$ cat src/design/lsur_pkg.sv
// Shared constants and controller/datapath handshake types for the
// lagged subtractive uniform generator. No dependencies.
package lsur_pkg;

    localparam int LAG_LONG   = 55;
    localparam int LAG_SHORT  = 24;
    localparam int LAG_DIFF   = 31;
    localparam int SCATTER    = 21;
    localparam int WORD_W     = 28;
    localparam int IDX_W      = 6;
    localparam int DATA_W     = 32;
    localparam int FRAC_STEPS = 28;
    localparam int STEP_W     = 5;

    localparam logic [IDX_W-1:0]  IDX_LAST   = IDX_W'(LAG_LONG - 1);
    localparam logic [STEP_W-1:0] STEP_LAST  = STEP_W'(FRAC_STEPS - 1);
    localparam logic [DATA_W-1:0] HALF_ONE   = 32'h0800_0000;
    localparam logic [DATA_W-1:0] INT_TOP    = 32'h7FFF_FFFF;

    // Commands from controller to datapath
    typedef struct packed {
        logic seed_load;   // normalize seed, start scattered fill
        logic seed_step;   // write one scattered entry, advance recurrence
        logic rf_read;     // issue reads for one refill entry
        logic rf_write;    // write one refilled entry, advance entry counter
        logic draw_start;  // capture bound, step read pointer
        logic draw_read;   // issue read of the drawn entry
        logic scale_load;  // load fraction and start product
        logic scale_step;  // one halving step
        logic out_load;    // load the output register
    } cmd_t;

    // Status from datapath to controller
    typedef struct packed {
        logic seed_last;
        logic rf_last;
        logic ptr_zero;
        logic scale_last;
        logic out_free;
    } sts_t;

endpackage

$ cat src/design/lsur_ram.sv
// Generic single-write, dual-read RAM with registered read data.
// No dependencies.
module lsur_ram #(
    parameter int WIDTH = 28,
    parameter int DEPTH = 55,
    localparam int AW = $clog2(DEPTH)
) (
    input  logic             clk,
    input  logic             we,
    input  logic [AW-1:0]    waddr,
    input  logic [WIDTH-1:0] wdata,
    input  logic [AW-1:0]    raddr_a,
    output logic [WIDTH-1:0] rdata_a,
    input  logic [AW-1:0]    raddr_b,
    output logic [WIDTH-1:0] rdata_b
);

    logic [WIDTH-1:0] mem [DEPTH];

    always_ff @(posedge clk)
    begin
        if (we)
        begin
            mem[waddr] <= wdata;
        end
        rdata_a <= mem[raddr_a];
        rdata_b <= mem[raddr_b];
    end

endmodule

$ cat src/design/lsur_ctrl.sv
// Sequencing state machine for seeding, table refill and draws.
// Depends on lsur_pkg.
module lsur_ctrl
    import lsur_pkg::*;
(
    input  logic clk,
    input  logic rst_n,
    input  logic cfg_we,
    input  logic s_tvalid,
    output logic s_tready,
    input  sts_t sts,
    output cmd_t cmd
);

    typedef enum logic [8:0] {
        ST_SEED_INIT = 9'b000000001,
        ST_SEED_FILL = 9'b000000010,
        ST_RF_READ   = 9'b000000100,
        ST_RF_WRITE  = 9'b000001000,
        ST_IDLE      = 9'b000010000,
        ST_DRAW_READ = 9'b000100000,
        ST_DRAW_LOAD = 9'b001000000,
        ST_SCALE     = 9'b010000000,
        ST_DONE      = 9'b100000000
    } state_t;

    state_t     state_reg, state_next;
    logic [1:0] pass_reg, pass_next;   // refill passes left, current one included
    logic       draw_reg, draw_next;   // refill was triggered by a draw

    assign s_tready = (state_reg == ST_IDLE);

    always_comb
    begin
        state_next = state_reg;
        pass_next  = pass_reg;
        draw_next  = draw_reg;
        cmd        = '0;
        case (state_reg)
            ST_SEED_INIT:
            begin
                cmd.seed_load = 1'b1;
                state_next    = ST_SEED_FILL;
            end
            ST_SEED_FILL:
            begin
                cmd.seed_step = 1'b1;
                if (sts.seed_last)
                begin
                    pass_next  = 2'd3;
                    draw_next  = 1'b0;
                    state_next = ST_RF_READ;
                end
            end
            ST_RF_READ:
            begin
                cmd.rf_read = 1'b1;
                state_next  = ST_RF_WRITE;
            end
            ST_RF_WRITE:
            begin
                cmd.rf_write = 1'b1;
                state_next   = ST_RF_READ;
                if (sts.rf_last)
                begin
                    pass_next = pass_reg - 2'd1;
                    if (pass_reg == 2'd1)
                    begin
                        state_next = draw_reg ? ST_DRAW_READ : ST_IDLE;
                    end
                end
            end
            ST_IDLE:
            begin
                if (s_tvalid)
                begin
                    cmd.draw_start = 1'b1;
                    if (sts.ptr_zero)
                    begin
                        pass_next  = 2'd1;
                        draw_next  = 1'b1;
                        state_next = ST_RF_READ;
                    end
                    else
                    begin
                        state_next = ST_DRAW_READ;
                    end
                end
            end
            ST_DRAW_READ:
            begin
                cmd.draw_read = 1'b1;
                state_next    = ST_DRAW_LOAD;
            end
            ST_DRAW_LOAD:
            begin
                cmd.scale_load = 1'b1;
                state_next     = ST_SCALE;
            end
            ST_SCALE:
            begin
                cmd.scale_step = 1'b1;
                if (sts.scale_last)
                begin
                    state_next = ST_DONE;
                end
            end
            ST_DONE:
            begin
                if (sts.out_free)
                begin
                    cmd.out_load = 1'b1;
                    state_next   = ST_IDLE;
                end
            end
            default:
            begin
                state_next = ST_SEED_INIT;
            end
        endcase
        // a seed write restarts seeding
        if (cfg_we)
        begin
            state_next = ST_SEED_INIT;
        end
    end

    always_ff @(posedge clk or negedge rst_n)
    begin
        if (!rst_n)
        begin
            state_reg <= ST_SEED_INIT;
            pass_reg  <= 2'd0;
            draw_reg  <= 1'b0;
        end
        else
        begin
            state_reg <= state_next;
            pass_reg  <= pass_next;
            draw_reg  <= draw_next;
        end
    end

endmodule

$ cat src/design/lsur_dp.sv
// Datapath: seed register, lag table RAM, seeding recurrence, refill,
// read pointer, halving multiplier and output register.
// Depends on lsur_pkg and lsur_ram.
module lsur_dp
    import lsur_pkg::*;
(
    input  logic              clk,
    input  logic              rst_n,
    input  cmd_t              cmd,
    output sts_t              sts,
    input  logic              cfg_we,
    input  logic [DATA_W-1:0] cfg_wdata,
    input  logic [DATA_W-1:0] s_tdata,
    input  logic              m_tready,
    output logic              m_tvalid,
    output logic [DATA_W-1:0] m_tdata
);

    logic [DATA_W-1:0] seed_reg;

    // seeding recurrence
    logic [WORD_W-1:0] a_reg, a_next;
    logic [WORD_W-1:0] b_reg, b_next;
    logic [IDX_W-1:0]  sidx_reg, sidx_next;
    logic [IDX_W-1:0]  scnt_reg, scnt_next;

    // refill and draw
    logic [IDX_W-1:0]  k_reg, k_next;
    logic [IDX_W-1:0]  ptr_reg, ptr_next;
    logic [STEP_W-1:0] step_reg, step_next;
    logic [DATA_W-1:0] p_reg, p_next;
    logic [WORD_W-1:0] f_reg, f_next;
    logic [DATA_W-1:0] q_reg;
    logic              neg_reg;
    logic              mvalid_reg;
    logic [DATA_W-1:0] mdata_reg;

    logic [DATA_W-1:0] seed_mag;
    logic [WORD_W-1:0] seed_norm;
    logic [IDX_W:0]    sidx_sum;
    logic [IDX_W-1:0]  partner;
    logic [DATA_W:0]   p_sum;
    logic [DATA_W-1:0] y_sat;
    logic [DATA_W-1:0] result;

    logic              ram_we;
    logic [IDX_W-1:0]  ram_waddr;
    logic [WORD_W-1:0] ram_wdata;
    logic [IDX_W-1:0]  ram_raddr_a;
    logic [WORD_W-1:0] rd_a, rd_b;

    // halve the seed magnitude until it fits in a word
    assign seed_mag = seed_reg[DATA_W-1] ? (DATA_W'(0) - seed_reg) : seed_reg;

    always_comb
    begin
        if (seed_mag[31])
        begin
            seed_norm = seed_mag[31:4];
        end
        else if (seed_mag[30])
        begin
            seed_norm = seed_mag[30:3];
        end
        else if (seed_mag[29])
        begin
            seed_norm = seed_mag[29:2];
        end
        else if (seed_mag[28])
        begin
            seed_norm = seed_mag[28:1];
        end
        else
        begin
            seed_norm = seed_mag[27:0];
        end
    end

    // scatter stride modulo the table length
    always_comb
    begin
        sidx_sum = {1'b0, sidx_reg} + (IDX_W+1)'(SCATTER);
        if (sidx_sum >= (IDX_W+1)'(LAG_LONG))
        begin
            sidx_sum = sidx_sum - (IDX_W+1)'(LAG_LONG);
        end
    end

    assign partner = (k_reg < IDX_W'(LAG_SHORT)) ? (k_reg + IDX_W'(LAG_DIFF))
                                                 : (k_reg - IDX_W'(LAG_SHORT));

    // table access
    assign ram_we      = cmd.seed_step | cmd.rf_write;
    assign ram_waddr   = cmd.seed_step ? sidx_reg : k_reg;
    assign ram_wdata   = cmd.seed_step ? b_reg : (rd_a - rd_b);
    assign ram_raddr_a = cmd.draw_read ? ptr_reg : k_reg;

    lsur_ram #(
        .WIDTH (WORD_W),
        .DEPTH (LAG_LONG)
    ) u_table (
        .clk     (clk),
        .we      (ram_we),
        .waddr   (ram_waddr),
        .wdata   (ram_wdata),
        .raddr_a (ram_raddr_a),
        .rdata_a (rd_a),
        .raddr_b (partner),
        .rdata_b (rd_b)
    );

    // one halving step of the fraction product
    assign p_sum = {1'b0, p_reg} + {1'b0, q_reg};

    always_comb
    begin
        a_next    = a_reg;
        b_next    = b_reg;
        sidx_next = sidx_reg;
        scnt_next = scnt_reg;
        k_next    = k_reg;
        ptr_next  = ptr_reg;
        step_next = step_reg;
        p_next    = p_reg;
        f_next    = f_reg;
        if (cmd.seed_load)
        begin
            a_next    = seed_norm;
            b_next    = WORD_W'(1);
            sidx_next = '0;
            scnt_next = '0;
            k_next    = '0;
        end
        if (cmd.seed_step)
        begin
            a_next    = b_reg;
            b_next    = a_reg - b_reg;
            sidx_next = sidx_sum[IDX_W-1:0];
            scnt_next = scnt_reg + IDX_W'(1);
        end
        if (cmd.rf_write)
        begin
            if (k_reg == IDX_LAST)
            begin
                k_next   = '0;
                ptr_next = IDX_LAST;
            end
            else
            begin
                k_next = k_reg + IDX_W'(1);
            end
        end
        if (cmd.draw_start && (ptr_reg != '0))
        begin
            ptr_next = ptr_reg - IDX_W'(1);
        end
        if (cmd.scale_load)
        begin
            f_next    = rd_a;
            p_next    = HALF_ONE;
            step_next = '0;
        end
        if (cmd.scale_step)
        begin
            p_next    = f_reg[0] ? p_sum[DATA_W:1] : {1'b0, p_reg[DATA_W-1:1]};
            f_next    = {1'b0, f_reg[WORD_W-1:1]};
            step_next = step_reg + STEP_W'(1);
        end
    end

    // saturate, then zero on a hit of the bound, else apply the sign
    assign y_sat  = p_reg[DATA_W-1] ? INT_TOP : p_reg;
    assign result = (y_sat == q_reg) ? '0 :
                    (neg_reg ? (DATA_W'(0) - y_sat) : y_sat);

    always_ff @(posedge clk or negedge rst_n)
    begin
        if (!rst_n)
        begin
            seed_reg   <= '0;
            scnt_reg   <= '0;
            k_reg      <= '0;
            ptr_reg    <= IDX_LAST;
            step_reg   <= '0;
            mvalid_reg <= 1'b0;
        end
        else
        begin
            if (cfg_we)
            begin
                seed_reg <= cfg_wdata;
            end
            scnt_reg <= scnt_next;
            k_reg    <= k_next;
            ptr_reg  <= ptr_next;
            step_reg <= step_next;
            if (cmd.out_load)
            begin
                mvalid_reg <= 1'b1;
            end
            else if (m_tready)
            begin
                mvalid_reg <= 1'b0;
            end
        end
    end

    always_ff @(posedge clk)
    begin
        a_reg    <= a_next;
        b_reg    <= b_next;
        sidx_reg <= sidx_next;
        p_reg    <= p_next;
        f_reg    <= f_next;
        if (cmd.draw_start)
        begin
            neg_reg <= s_tdata[DATA_W-1];
            q_reg   <= s_tdata[DATA_W-1] ? (DATA_W'(0) - s_tdata) : s_tdata;
        end
        if (cmd.out_load)
        begin
            mdata_reg <= result;
        end
    end

    assign sts.seed_last  = (scnt_reg == IDX_LAST);
    assign sts.rf_last    = (k_reg == IDX_LAST);
    assign sts.ptr_zero   = (ptr_reg == '0);
    assign sts.scale_last = (step_reg == STEP_LAST);
    assign sts.out_free   = !mvalid_reg || m_tready;

    assign m_tvalid = mvalid_reg;
    assign m_tdata  = mdata_reg;

endmodule

$ cat src/design/lagged_subtractive_uniform_rng.sv
// Top level of the lagged subtractive (55, 24) uniform random generator.
// Depends on lsur_pkg, lsur_ctrl, lsur_dp (which holds lsur_ram).
//
//  channel  | direction | signals                      | word
//  ---------+-----------+------------------------------+----------------------------
//  request  | in        | s_tvalid s_tready s_tdata    | bound, signed 32 bits
//  result   | out       | m_tvalid m_tready m_tdata    | value, signed 32 bits
//  seed     | in        | cfg_we cfg_wdata             | seed, signed 32 bits
//
// A draw runs from its acceptance through the registered table read, 28
// halving steps of the fraction product and the load of the output register.
// Every 55th draw first refills the table: 55 entries, each by a read of
// both lags and then a write.
// Reset or a seed write runs seeding: a seed load, 55 scattered writes and
// 3 refill passes, with s_tready low throughout.
// A result waiting in the output register does not block the next request;
// only the final load of a draw waits for the output to be free.
module lagged_subtractive_uniform_rng
    import lsur_pkg::*;
(
    input  logic              clk,
    input  logic              rst_n,
    // request stream
    input  logic              s_tvalid,
    output logic              s_tready,
    input  logic [DATA_W-1:0] s_tdata,    // [31:0] bound
    // result stream
    output logic              m_tvalid,
    input  logic              m_tready,
    output logic [DATA_W-1:0] m_tdata,    // [31:0] value
    // seed register write
    input  logic              cfg_we,
    input  logic [DATA_W-1:0] cfg_wdata
);

    cmd_t cmd;
    sts_t sts;

    // sequence seeding, refill passes and draws
    lsur_ctrl u_ctrl (
        .clk      (clk),
        .rst_n    (rst_n),
        .cfg_we   (cfg_we),
        .s_tvalid (s_tvalid),
        .s_tready (s_tready),
        .sts      (sts),
        .cmd      (cmd)
    );

    // hold the table, advance the recurrences, form the scaled draw
    lsur_dp u_dp (
        .clk       (clk),
        .rst_n     (rst_n),
        .cmd       (cmd),
        .sts       (sts),
        .cfg_we    (cfg_we),
        .cfg_wdata (cfg_wdata),
        .s_tdata   (s_tdata),
        .m_tready  (m_tready),
        .m_tvalid  (m_tvalid),
        .m_tdata   (m_tdata)
    );

endmodule

$ cat config.mk
export PLATFORM = sky130hd
export DESIGN_NAME = lagged_subtractive_uniform_rng
export DESIGN_NICKNAME = d
export VERILOG_FILES = /design/src/design/lsur_pkg.sv /design/src/design/lsur_ram.sv /design/src/design/lsur_ctrl.sv /design/src/design/lsur_dp.sv /design/src/design/lagged_subtractive_uniform_rng.sv
export SDC_FILE = /design/constraint.sdc
export NUM_CORES = 2
export LEC_CHECK = 0
export ABC_AREA = 0
export BUFFER_PORTS_ARGS = -buffer_cell sky130_fd_sc_hd__buf_2
export CORE_ASPECT_RATIO = 0.75
export CORE_MARGIN = 1.5
export CORE_UTILIZATION = 58
export DETAILED_ROUTE_END_ITERATION = 10
export PLACE_DENSITY = 0.79
export SYNTH_ARGS = -nofsm -noshare
export SYNTH_HDL_FRONTEND = slang
export SYNTH_HIERARCHICAL = 1
export SYNTH_SLANG_ARGS = --single-unit
$ cat constraint.sdc
create_clock -name clk -period 5.1 [get_ports clk]
set_input_delay 0 -clock clk [delete_from_list [all_inputs] [get_ports clk]]
set_output_delay 0 -clock clk [all_outputs]
set_load 0.02 [all_outputs]
==> impl_metrics.csv <==
group,metric,value,unit
place,dp_hpwl,174,mm
worst_setup_path,crit_arrival,5.63,ns
outcome,outcome,"complete, no violations",
sta,worst_slack,0.265,ns
route,met2_length,122,mm
sta,worstMarginPinSlew,1.38,ns
place,gp_congestion,0.976,
die,die_area,0.161,mm^2
logic_synthesis,ys_types,89,
global_route,grt_pass1_vias,58923,
sta,period_minus_slack,4.84,ns
cells_and_area,largest_reg_flops,1540,
die,pin_count,103,
sta,hold_violations,0,
route,routed_wl,285,mm
clock_tree,post_cts_buffers,0,
clock_tree,clk_pin_slew,0.06,ns
run,maxCapViolCount,0,
sta,max_slew_margin,7.99,%
logic_synthesis,synth_area_leaders,"edfxtp_1, mux4_2, mux2i_1",
sta,holdWs,0.105,ns
logic_synthesis,synth_flop_cell,"edfxtp_1",
place,dp_worst_setup_slack,0.154,ns
sta,skew,0.0492,ns
route,vias,60907,
die,fp-row-count,126,
clock_tree,clkLatencyLatePin,0.85,ns
sta,setup_tns,0,ns
cells_and_area,regMostFlops,"u_dp/u_table/mem",
logic_synthesis,synth_top_cell_by_area,"edfxtp_1",
die,core,0.157,mm^2
place,io_buffers,102,
worst_setup_path,r2r_slack,0.26,ns
global_route,grt_max_degree,124,
route,drtAntennaViolNets,0,
logic_synthesis,netlist_instances,5696,
route,top_layer,"met5",
sta,setup_viol,0,
worst_setup_path,r2r_end,"u_dp/u_table/rdata_a[18]$_DFF_P_",
place,placed_cell_area,0.0963,mm^2
worst_setup_path,start_kind,"flop",
die,fp.dieW,462,um
worst_setup_path,setup.worst_path.end,"u_dp/u_table/rdata_a[18]$_DFF_P_",
logic_synthesis,syn_area_per_cell,16.1,um^2
worst_setup_path,critical_path_required,5.89,ns
logic_synthesis,synth_seq_cells,1851,
cells_and_area,drive_gt1_share,26.9,%
cells_and_area,multi_input_area,0.0354,mm^2
clock_tree,cts_max_level,4,
route,drt-wirelength-per-cell,34.3,um
logic_synthesis,ys_seq_area_share,59.6,%
logic_synthesis,synth_nets,5871,
power,p_clk_share,38.3,%
route,drt_iter0_drc,9944,
sta,fmax,207,MHz
die,die_h,347,um
route,viasPerCell,7.32,
cells_and_area,final_area,0.104,mm^2
power,p_sw_share,24.9,%
clock_tree,clock_path_buffers,3,
power,powerDensity,340,mW/mm^2
worst_setup_path,startpoint,"u_ctrl/state_reg[8]$_DFFE_PN0P_",
worst_setup_path,rr_worst_depth,12,
logic_synthesis,synth_top_area_share,56.5,%
worst_setup_path,critPathMaxFanout,14,
global_route,grt_first_pass_wirelength,408,mm
worst_setup_path,r2r-start,"u_ctrl/state_reg[8]$_DFFE_PN0P_",
route,drt-met1-wl,98.4,mm
logic_synthesis,synth_edf_count,1726,
route,met3_wirelength,49.7,mm
cells_and_area,fin_nets,6227,
logic_synthesis,async_reset_ff_share,3.67,%
power,ir_drop,370,uV
global_route,grtUsageTotal,35.4,%
power,intPower,0.0265,W
power,pwr-share-seq,50.6,%
clock_tree,cts.sinks,1851,
route,first_pass_iters,7,
clock_tree,numCtsBuffers,175,
clock_tree,cts_tree,"yes",
cells_and_area,register_area,0.0547,mm^2
worst_hold_path,hp-class,"input pin to flop",
worst_setup_path,cp-end-kind,"flop",
global_route,grt-ovfl-total,0,
power,power_switching,0.00880,W
worst_setup_path,crit_type,"flop to flop",
power,power_frac_comb,11.1,%
sta,finalCritPeriodShare,94.8,%
cells_and_area,fillers,10072,
sta,rsz0062_at_grt,"false",
logic_synthesis,netlist_area,0.0917,mm^2
route,drc,0,
global_route,grt_antenna_before_repair,10,
cells_and_area,area_growth_syn_to_layout,13.3,%
clock_tree,cts_root_buffer,"clkbuf_16",
power,cellLeakagePower,34.8,nW
logic_synthesis,ys_warn_count,6,
die,initial_core_util,58.4,%
sta,drv_slew,0,
[worst min-delay path by stage]
| stage | end | from | depth (start not counted) |
|---|---|---|---|
| 2_1_floorplan | u_ctrl/draw_reg$_DFFE_PN0P_ | rst_n | 0 |
| 3_3_place_gp | u_dp/seed_reg[24]$_DFFE_PN0P_ | rst_n | 2 |
| 5_1_grt | u_dp/q_reg[6]$_DFFE_PP_ | s_tdata[6] | 3 |
| 6_report | u_dp/q_reg[6]$_DFFE_PP_ | s_tdata[6] | 3 |
| 4_1_cts | u_dp/q_reg[29]$_DFFE_PP_ | s_tdata[29] | 3 |
| 3_5_place_dp | u_dp/q_reg[0]$_DFFE_PP_ | s_tdata[0] | 1 |
[final cells by class]
cell class / instances / area share [%]
Antenna cell: 6 / 0.0144
Clock buffer: 229 / 4.59
Clock inverter: 98 / 1.08
Inverter: 126 / 0.455
Multi-Input combinational cell: 3339 / 34.1
Sequential cell: 1851 / 52.6
Tap cell: 2112 / 2.54
Timing Repair Buffer: 559 / 4.66
[per-layer routing]
| metal | up-vias | GRT usage (%) |
|---|---|---|
| met5 | - | 0 |
| met4 | 2 | 15.6 |
| met3 | 926 | 14.1 |
| met2 | 5320 | 50.1 |
| met1 | 30589 | 48.8 |
| li1 | 24070 | - |
[what timing repair did]
action | 4_1_cts | 5_1_grt
setup endpoints to repair | 0 | 4
hold buffers | 172 | 0
endpoints found under the hold margin | 184 | 0
gates resized for setup | 0 | 2
[worst max-delay path, cell delays in order, from the launching register on]
cell and delay [ns]:
dfrtp_1 0.50, or4_4 0.59, nor3_1 0.21, and3_1 0.55, nand2_1 0.12, o21ai_1 0.41
buf_4 0.32, nand2b_1 0.53, buf_12 0.25, o22ai_1 0.10, nor4_1 0.84, buf_4 0.24
a31o_2 0.09
[cell usage after synthesis (all sizes together), types with 29 or more instances]
master and instances:
o22ai 118, nor2 237, o211ai 81, buf 225, xnor2 100, a31o 34, o21ai 238, ha 103
inv 126, nor3 48, dfrtp 63, a211oi 89, a22oi 57, nand3 54, nor2b 91, nand2 307
xor2 63, nor4 36, edfxtp 1726, clkbuf 156, mux2i 228, dfxtp 57, mux2 127, a21oi 143
nand2b 38, mux4 727, o31ai 29, a21o 39
[cells in the final DEF, fill, tap and decap left out, types with 60 or more instances in the layout]
master,instances
nor2_1,177
mux2i_1,228
a21oi_1,139
buf_2,102
nand2_1,306
clkbuf_16,178
dlygate4sd3_1,172
mux4_2,706
mux2_2,126
xor2_1,60
inv_1,124
buf_4,247
dfrtp_1,63
ha_1,103
a211oi_1,88
edfxtp_1,1726
nor2b_1,90
xnor2_1,97
o211ai_1,81
o22ai_1,118
o21ai_0,188
[cell families after synthesis]
group	after synthesis	synth area share [%]
muxes	1082	22.0
DFF	1851	59.6
adders and majority gates	106	1.47
buffers and inverters	507	2.79
AOI/OAI and AO/OA	1007	7.32
xor gates and xnor gates	163	1.56
and+or+nand+nor	980	5.27
[per-stage QoR]
stage	utilization, %	power [W]	instances
2_1_floorplan	-	0.0205	5696
3_5_place_dp	61.3	0.0218	7814
4_1_cts	66.1	0.0352	8313
5_1_grt	66.1	0.0362	8315
6_report	66.1	0.0353	8320
3_3_place_gp	61.3	0.0217	7814
[power by group through the flow]
stage / Combinational [W] / Sequential (W) / Clock (W)
detailed placement: 0.00361 / 0.0182 / 0
floorplan: 0.00233 / 0.0182 / 0
CTS: 0.00378 / 0.0179 / 0.0136
global route: 0.00419 / 0.0179 / 0.0141
global placement: 0.00350 / 0.0182 / 0
finish: 0.00391 / 0.0179 / 0.0135
(Power assumes the default switching activity.)
